<file path="config.mk">
export PLATFORM = sky130hd
export DESIGN_NAME = tpgr_shade
export DESIGN_NICKNAME = d
export VERILOG_FILES = /design/src/rtl/text_plane_glyph_renderer_unit_assert.svh /design/src/rtl/tpgr_pkg.sv /design/src/rtl/tpgr_shade.sv
export SDC_FILE = /design/constraint.sdc
export NUM_CORES = 1
export LEC_CHECK = 0
export BUFFER_PORTS_ARGS = -buffer_cell sky130_fd_sc_hd__buf_2
export CAP_MARGIN = 5
export CORE_MARGIN = 5
export CORE_UTILIZATION = 37
export DETAILED_ROUTE_END_ITERATION = 7
export PLACE_DENSITY = 0.86
export SLEW_MARGIN = 20
export SYNTH_ARGS = -nofsm -noshare
export SYNTH_HDL_FRONTEND = slang
export SYNTH_SLANG_ARGS = --single-unit
export TNS_END_PERCENT = 100
</file>
<file path="constraint.sdc">
create_clock -name vclk -period 1.72
set_input_delay 0.172 -clock vclk [all_inputs]
set_output_delay 0.172 -clock vclk [all_outputs]
set_load 0.005 [all_outputs]
</file>
<file path="src/rtl/text_plane_glyph_renderer_unit_assert.svh">
// Assertion macros shared by the text plane renderer RTL.
`ifndef TEXT_PLANE_GLYPH_RENDERER_UNIT_ASSERT_SVH
`define TEXT_PLANE_GLYPH_RENDERER_UNIT_ASSERT_SVH

// Same-cycle implication, disabled while reset is asserted.
`define TPGR_ASSERT_HOLDS(label, clk, rstn, ante, cons) \
    label: assert property (@(posedge clk) disable iff (!rstn) (ante) |-> (cons)) \
        else $error("tpgr: same-cycle check failed");

// Next-cycle implication, disabled while reset is asserted.
`define TPGR_ASSERT_NEXT(label, clk, rstn, ante, cons) \
    label: assert property (@(posedge clk) disable iff (!rstn) (ante) |=> (cons)) \
        else $error("tpgr: next-cycle check failed");

`endif

</file>
<file path="src/rtl/tpgr_pkg.sv">
package tpgr_pkg;

    // default geometry of the text plane
    localparam int COLUMNS_DEF = 80;
    localparam int ROWS_DEF    = 25;

    // font store: 256 glyphs x 16 lines
    localparam int FONT_AW    = 12;
    localparam int GLYPH_ROWS = 16;

    localparam int CFG_IDX_W = 2;
    localparam int CFG_W     = 10;

    localparam logic [9:0] SCREEN_HEIGHT_RST = 10'd400;
    localparam logic [3:0] LAST_LINE         = 4'd15;
    localparam logic [7:0] FULL_MASK         = 8'hff;

    // attribute bit positions
    localparam int ATTR_DISPLAY_BIT = 0;
    localparam int ATTR_REVERSE_BIT = 2;
    localparam int ATTR_UNDER_BIT   = 3;
    localparam int ATTR_COLOR_LSB   = 5;
    localparam logic [7:0] ATTR_DISPLAY_ONLY = 8'h01;

    typedef enum logic [1:0] {
        KIND_PUT_CHAR   = 2'd0,
        KIND_FONT_WRITE = 2'd1,
        KIND_CLEAR      = 2'd2,
        KIND_RENDER     = 2'd3
    } kind_t;

    typedef enum logic [1:0] {
        CFG_PALETTE_BASE  = 2'd0,
        CFG_SCREEN_HEIGHT = 2'd1,
        CFG_FONT_READY    = 2'd2
    } cfg_index_t;

    typedef enum logic [2:0] {
        ST_CLEAR,
        ST_IDLE,
        ST_PUT2,
        ST_CELL,
        ST_FONT
    } state_t;

    // input item, last field in the lowest bits
    typedef struct packed {
        logic        pad;
        logic [3:0]  scan_line;
        logic [6:0]  text_col;
        logic [4:0]  text_row;
        logic [15:0] font_bits;
        logic [3:0]  font_line;
        logic [7:0]  attribute;
        logic [7:0]  char_code;
        logic [10:0] cell_index;
    } in_data_t;

    // result item, last field in the lowest bits
    typedef struct packed {
        logic [5:0] pad;
        logic       bg_opaque;
        logic [7:0] bg_color;
        logic [7:0] fg_color;
        logic [7:0] pixel_bits;
        logic       drawn;
    } out_data_t;

    // one entry of the cell store
    typedef struct packed {
        logic       half;
        logic [7:0] glyph;
        logic [7:0] attr;
    } cell_word_t;

    // what the shading stage needs besides the font word
    typedef struct packed {
        logic       ok;
        logic       half;
        logic [7:0] attr;
        logic [3:0] line;
    } shade_in_t;

endpackage

</file>
<file path="src/rtl/tpgr_shade.sv">
module tpgr_shade (
    input  tpgr_pkg::shade_in_t sh_in,
    input  logic [7:0]          palette_base,
    input  logic [15:0]         font_word,
    output tpgr_pkg::out_data_t result
);
    import tpgr_pkg::*;

    logic [7:0] color;
    logic [7:0] bits;
    logic       reverse;
    logic       drawn;

    always_comb begin
        color   = palette_base + {5'd0, sh_in.attr[ATTR_COLOR_LSB +: 3]};
        reverse = sh_in.attr[ATTR_REVERSE_BIT];
        // right half of a wide glyph sits in the low byte
        bits    = sh_in.half ? font_word[7:0] : font_word[15:8];
        if (sh_in.attr[ATTR_UNDER_BIT] && (sh_in.line == LAST_LINE)) begin
            bits = FULL_MASK;
        end
        drawn = sh_in.ok && ((bits != 8'd0) || reverse);

        result = '0;
        if (drawn) begin
            result.drawn      = 1'b1;
            result.pixel_bits = bits;
            result.fg_color   = reverse ? palette_base : color;
            result.bg_color   = reverse ? color : 8'd0;
            result.bg_opaque  = reverse;
        end
    end

endmodule

</file>
# Yosys cells after proc, flatten, opt, wreduce, memory -nomap -nowiden
# Cells that the tools add are included.
# W data, S select, Z words.
# op_classes
muxes	5
n_reduce_logical	4
n_eq_ne	1
n_addsub	1
# ops
cell	n
$mux W8	4
$mux W26	1
$add A8 B3 Y8	1
$reduce_bool A8 Y1	1
$eq A4 B4 Y1 const B	1
$logic_and A1 B1 Y1	2
$logic_or A1 B1 Y1	1
# word_totals
wordCells	11
input_bits	38
register_bits	0

# Longest topological paths before layout
# depth
depth_word	7
depth_mapped	7

# Worst setup path before layout
# OpenSTA, ideal clock, no wires.
# synth_path
kind	input-to-output
startpoint	input port sh_in[9] (netlist bit)
endpoint	output port result[13] (netlist bit)
required_time_ns	1.548
path_slack_ns	0.190
cell_stages	6
path_buffers	0
arrival_ns	1.358
path_cell_list	ha_1 -> fa_1 -> a21oi_1 -> nor3b_1 -> xnor2_1 -> nor2_1
# synth_lines
element	line	rtl
start, declared	tpgr_shade.sv:2	input tpgr_pkg::shade_in_t sh_in,
end, declared	tpgr_shade.sv:5	output tpgr_pkg::out_data_t result

==> report_table.html <==
<table>
<tr><th>Metric</th><th>Value</th></tr>
<tr><th colspan="2">Finish</th></tr>
<tr><td>Sequential cell area</td><td>0 sq um</td></tr>
<tr><td>Number of clock buffers in the layout</td><td>0</td></tr>
<tr><td>Fillers</td><td>152</td></tr>
<tr><td>Layout overhead on the synthesized area</td><td>71.0%</td></tr>
<tr><td>Layout Utilization</td><td>0.656</td></tr>
<tr><td>Post-layout net count</td><td>202</td></tr>
<tr><td>Seq cells</td><td>0</td></tr>
<tr><td>Post-route insts no fill</td><td>183</td></tr>
<tr><td>Ratio of cells with drive above 1 in the final layout</td><td>0.538</td></tr>
<tr><td>Final non-filler cell area</td><td>1120 sq um</td></tr>
<tr><td>Diodes inserted</td><td>0</td></tr>
<tr><td>Total area of multi-input combinational cells</td><td>693 sq um</td></tr>
<tr><th colspan="2">Timing</th></tr>
<tr><td>Final critical-path required period</td><td>1.67 ns</td></tr>
<tr><td>Period utilisation layout</td><td>0.972</td></tr>
<tr><td>Worst hold slack</td><td>0.684 ns</td></tr>
<tr><td>Max-slew violation count</td><td>0</td></tr>
<tr><td>Count of final hold-check violations</td><td>0</td></tr>
<tr><td>Achievable Freq</td><td>0.598 GHz</td></tr>
<tr><td># setup viols final</td><td>0</td></tr>
<tr><th colspan="2">Route</th></tr>
<tr><td>Detailed Routing Iterations Pass 1</td><td>4</td></tr>
<tr><td>Vias per std cell</td><td>5.03</td></tr>
<tr><td>Drt total wl</td><td>2570 um</td></tr>
<tr><td>DRC violation total after the first TritonRoute iteration</td><td>6</td></tr>
<tr><td>Final antenna-violating net count</td><td>0</td></tr>
<tr><td>Count of unresolved DRC violations after routing</td><td>0</td></tr>
<tr><td>Per-cell routed wire length</td><td>14.0 um</td></tr>
<tr><td>DR vias</td><td>921</td></tr>
<tr><th colspan="2">Worst setup path</th></tr>
<tr><td>CP endpoint kind</td><td>output pin</td></tr>
<tr><td>Worst Path Max Fanout</td><td>2</td></tr>
<tr><td>Data required time of the critical path</td><td>1.55 ns</td></tr>
<tr><td>Crit path max-delay cell type</td><td>sky130_fd_sc_hd__fa_2</td></tr>
<tr><td>Critical path startpoint category</td><td>input port</td></tr>
<tr><td>Arrival time at the worst endpoint</td><td>1.50 ns</td></tr>
<tr><td>Critical setup path kind</td><td>input port to output pin</td></tr>
<tr><td>Stage delay of the slowest cell on the critical path</td><td>0.42 ns</td></tr>
<tr><td>CP Cell Sequence</td><td>buf_6 &gt; ha_4 &gt; fa_2 &gt; buf_6 &gt; xnor2_2 &gt; nor2_1 &gt; a21oi_1 &gt; nor2_1 &gt; buf_2</td></tr>
<tr><th colspan="2">Hold path</th></tr>
<tr><td>Worst hold endpoint</td><td>result[11]</td></tr>
<tr><td>Min-Delay Path Class</td><td>input port to output pin</td></tr>
<tr><td>Hold path depth</td><td>4</td></tr>
<tr><td>Worst Hold Launch</td><td>palette_base[2]</td></tr>
<tr><th colspan="2">Placed design</th></tr>
<tr><td>Weighted congestion reported at the end of routability-driven placement</td><td>0.783</td></tr>
<tr><td>Dpl cell area</td><td>981 sq um</td></tr>
<tr><td>Placed Cells</td><td>182</td></tr>
<tr><td>HPWL after DPL</td><td>2060 um</td></tr>
<tr><td>Number of port buffers</td><td>61</td></tr>
<tr><th colspan="2">Synth</th></tr>
<tr><td>Synthesized area</td><td>656 sq um</td></tr>
<tr><td>Xor and xnor area share after synthesis</td><td>0.107</td></tr>
<tr><td>Average cell area after synthesis</td><td>6.90 sq um</td></tr>
<tr><td>Complex-gate fraction of the synthesized area</td><td>0.239</td></tr>
<tr><td>Area fraction in and, or, nand and nor cells after synthesis</td><td>0.269</td></tr>
<tr><td>Mux cell area share after synthesis</td><td>0.155</td></tr>
<tr><td>Share of the yosys chip area belonging to registers</td><td>0</td></tr>
<tr><td>Count of unique library cells instantiated by Yosys</td><td>33</td></tr>
<tr><td>Synth Instances</td><td>95</td></tr>
<tr><td>Fraction of the mapped netlist area in adder cells</td><td>0.0878</td></tr>
<tr><td>Combinational family with the most area after synthesis</td><td>simple AND/OR/NAND/NOR gates</td></tr>
<tr><td>Total of warnings raised by yosys</td><td>0</td></tr>
<tr><th colspan="2">Floorplan</th></tr>
<tr><td>Placeable core region</td><td>1710 sq um</td></tr>
<tr><td>Initial Util</td><td>0.384</td></tr>
<tr><td>Count of boundary I/O pins</td><td>70</td></tr>
<tr><td>Cell row count</td><td>15</td></tr>
<tr><td>Die Y</td><td>52.1 um</td></tr>
<tr><td>Horizontal die dimension</td><td>52.1 um</td></tr>
<tr><td>Area of the die</td><td>2710 sq um</td></tr>
<tr><th colspan="2">Global route</th></tr>
<tr><td>Global route total overflow</td><td>0</td></tr>
<tr><td>Maximum number of pins on one net before global-route repair</td><td>11</td></tr>
<tr><td>Wire length of the first global-routing pass</td><td>3610 um</td></tr>
<tr><td>Vias in the first global route</td><td>881</td></tr>
<tr><td>Antenna violations before repair</td><td>0</td></tr>
<tr><td>Overall Global Routing Usage</td><td>0.166</td></tr>
<tr><th colspan="2">Power</th></tr>
<tr><td>Post-layout total power</td><td>0.303 mW</td></tr>
<tr><td>Maximum resistive drop on vdd</td><td>0.000184 V</td></tr>
<tr><td>Leakage power total</td><td>0.590 nW</td></tr>
<tr><td>Power density over cell area</td><td>271 nW/um^2</td></tr>
<tr><th colspan="2">CTS</th></tr>
<tr><td>Post-CTS setup buffers</td><td>0</td></tr>
<tr><th colspan="2">Job</th></tr>
<tr><td>Count of maximum capacitance violations</td><td>0</td></tr>
<tr><th colspan="2">Status</th></tr>
<tr><td>Result of the run</td><td>completed</td></tr>
</table>
==> through the flow <==
step / setup TNS [ns] / setup slack (ns)
floorplan: 0 / 0.190
global placement: -0.0879 / -0.0316
detailed placement: -0.260 / -0.110
CTS: 0 / 0.00744
global route: -0.00223 / -0.00223
finish: 0 / 0.0483
==> power by group <==
part           leakage [nW]  internal [mW]  total [mW]  switching [mW]
Clock                     0              0           0               0
Combinational         0.590          0.155       0.303           0.148
Sequential                0              0           0               0
==> routing by layer <==
layer	global-route usage	vias to the layer above	wire (um)
li1	-	453	-
met1	0.168	410	867
met2	0.372	54	1470
met3	0.00860	4	216
met4	0	0	8
met5	0	-	0
==> cell usage after synthesis, types with 2 or more instances <==
master | count | area share
sky130_fd_sc_hd__a21boi_0 | 2 | 0.023
sky130_fd_sc_hd__a21oi_1 | 12 | 0.092
sky130_fd_sc_hd__and3_1 | 2 | 0.019
sky130_fd_sc_hd__buf_4 | 7 | 0.080
sky130_fd_sc_hd__buf_6 | 2 | 0.034
sky130_fd_sc_hd__clkbuf_1 | 2 | 0.011
sky130_fd_sc_hd__ha_1 | 3 | 0.057
sky130_fd_sc_hd__inv_1 | 2 | 0.011
sky130_fd_sc_hd__mux2i_1 | 9 | 0.14
sky130_fd_sc_hd__nand2_1 | 2 | 0.011
sky130_fd_sc_hd__nand3_1 | 2 | 0.015
sky130_fd_sc_hd__nor2_1 | 15 | 0.086
sky130_fd_sc_hd__nor3_1 | 5 | 0.038
sky130_fd_sc_hd__o21ai_0 | 3 | 0.023
sky130_fd_sc_hd__or3_1 | 3 | 0.029
sky130_fd_sc_hd__xnor2_1 | 7 | 0.094
==> critical path: cells and delay by family <==
family,cells,cell delay [ns]
compound gates,1,0.12
xor+xnor,1,0.16
fa+ha+maj,2,0.58
buf+inv,3,0.36
simple gates,2,0.11
==> layout by cell type (no fill, tap or decap), drive strengths merged <==
cell / count
nand2b: 1
mux2: 1
a21oi: 12
nand2: 2
and2: 1
a21boi: 2
buf: 69
xor2: 1
or3: 3
fa: 1
nand4: 1
inv: 2
a211oi: 1
ha: 3
a21o: 1
nor2: 15
a31o: 1
a22oi: 1
nand3: 2
nor2b: 1
nor3: 5
o21ai: 3
xnor2: 7
o41ai: 1
nor4: 1
conb: 6
o21bai: 1
mux2i: 9
and3: 3
nor3b: 1
==> cell families after synthesis <==
group           after synthesis
other cells                   1
xor+xnor                      8
mux                          10
fa+ha+maj                     4
compound gates               23
buf+inv                      13
simple gates                 36
==> final cells by class <==
class,instances,share of cell area
inverter,2,0.00670
timing repair buffer,69,0.347
tap,25,0.0279
multi-input combinational,87,0.618
==> worst max-delay path by stage <==
stage                     slack, ns       startpoint          to
after floorplan                0.19         sh_in[9]  result[13]
after global placement        -0.03         sh_in[9]  result[13]
after detailed placement      -0.11         sh_in[9]  result[13]
after CTS                     0.007        sh_in[12]   result[6]
after global routing         -0.002  palette_base[0]  result[11]
final                          0.05  palette_base[0]  result[11]
==> what timing repair did <==
action | CTS | global route
gates resized for setup | 4 | 22
hold buffers | 0 | 0
pin swaps | 1 | 6
hold endpoints to repair | 0 | 0
cloned | 0 | 1
setup endpoints to repair | 7 | 16
Power figures use the tool's default switching activity.
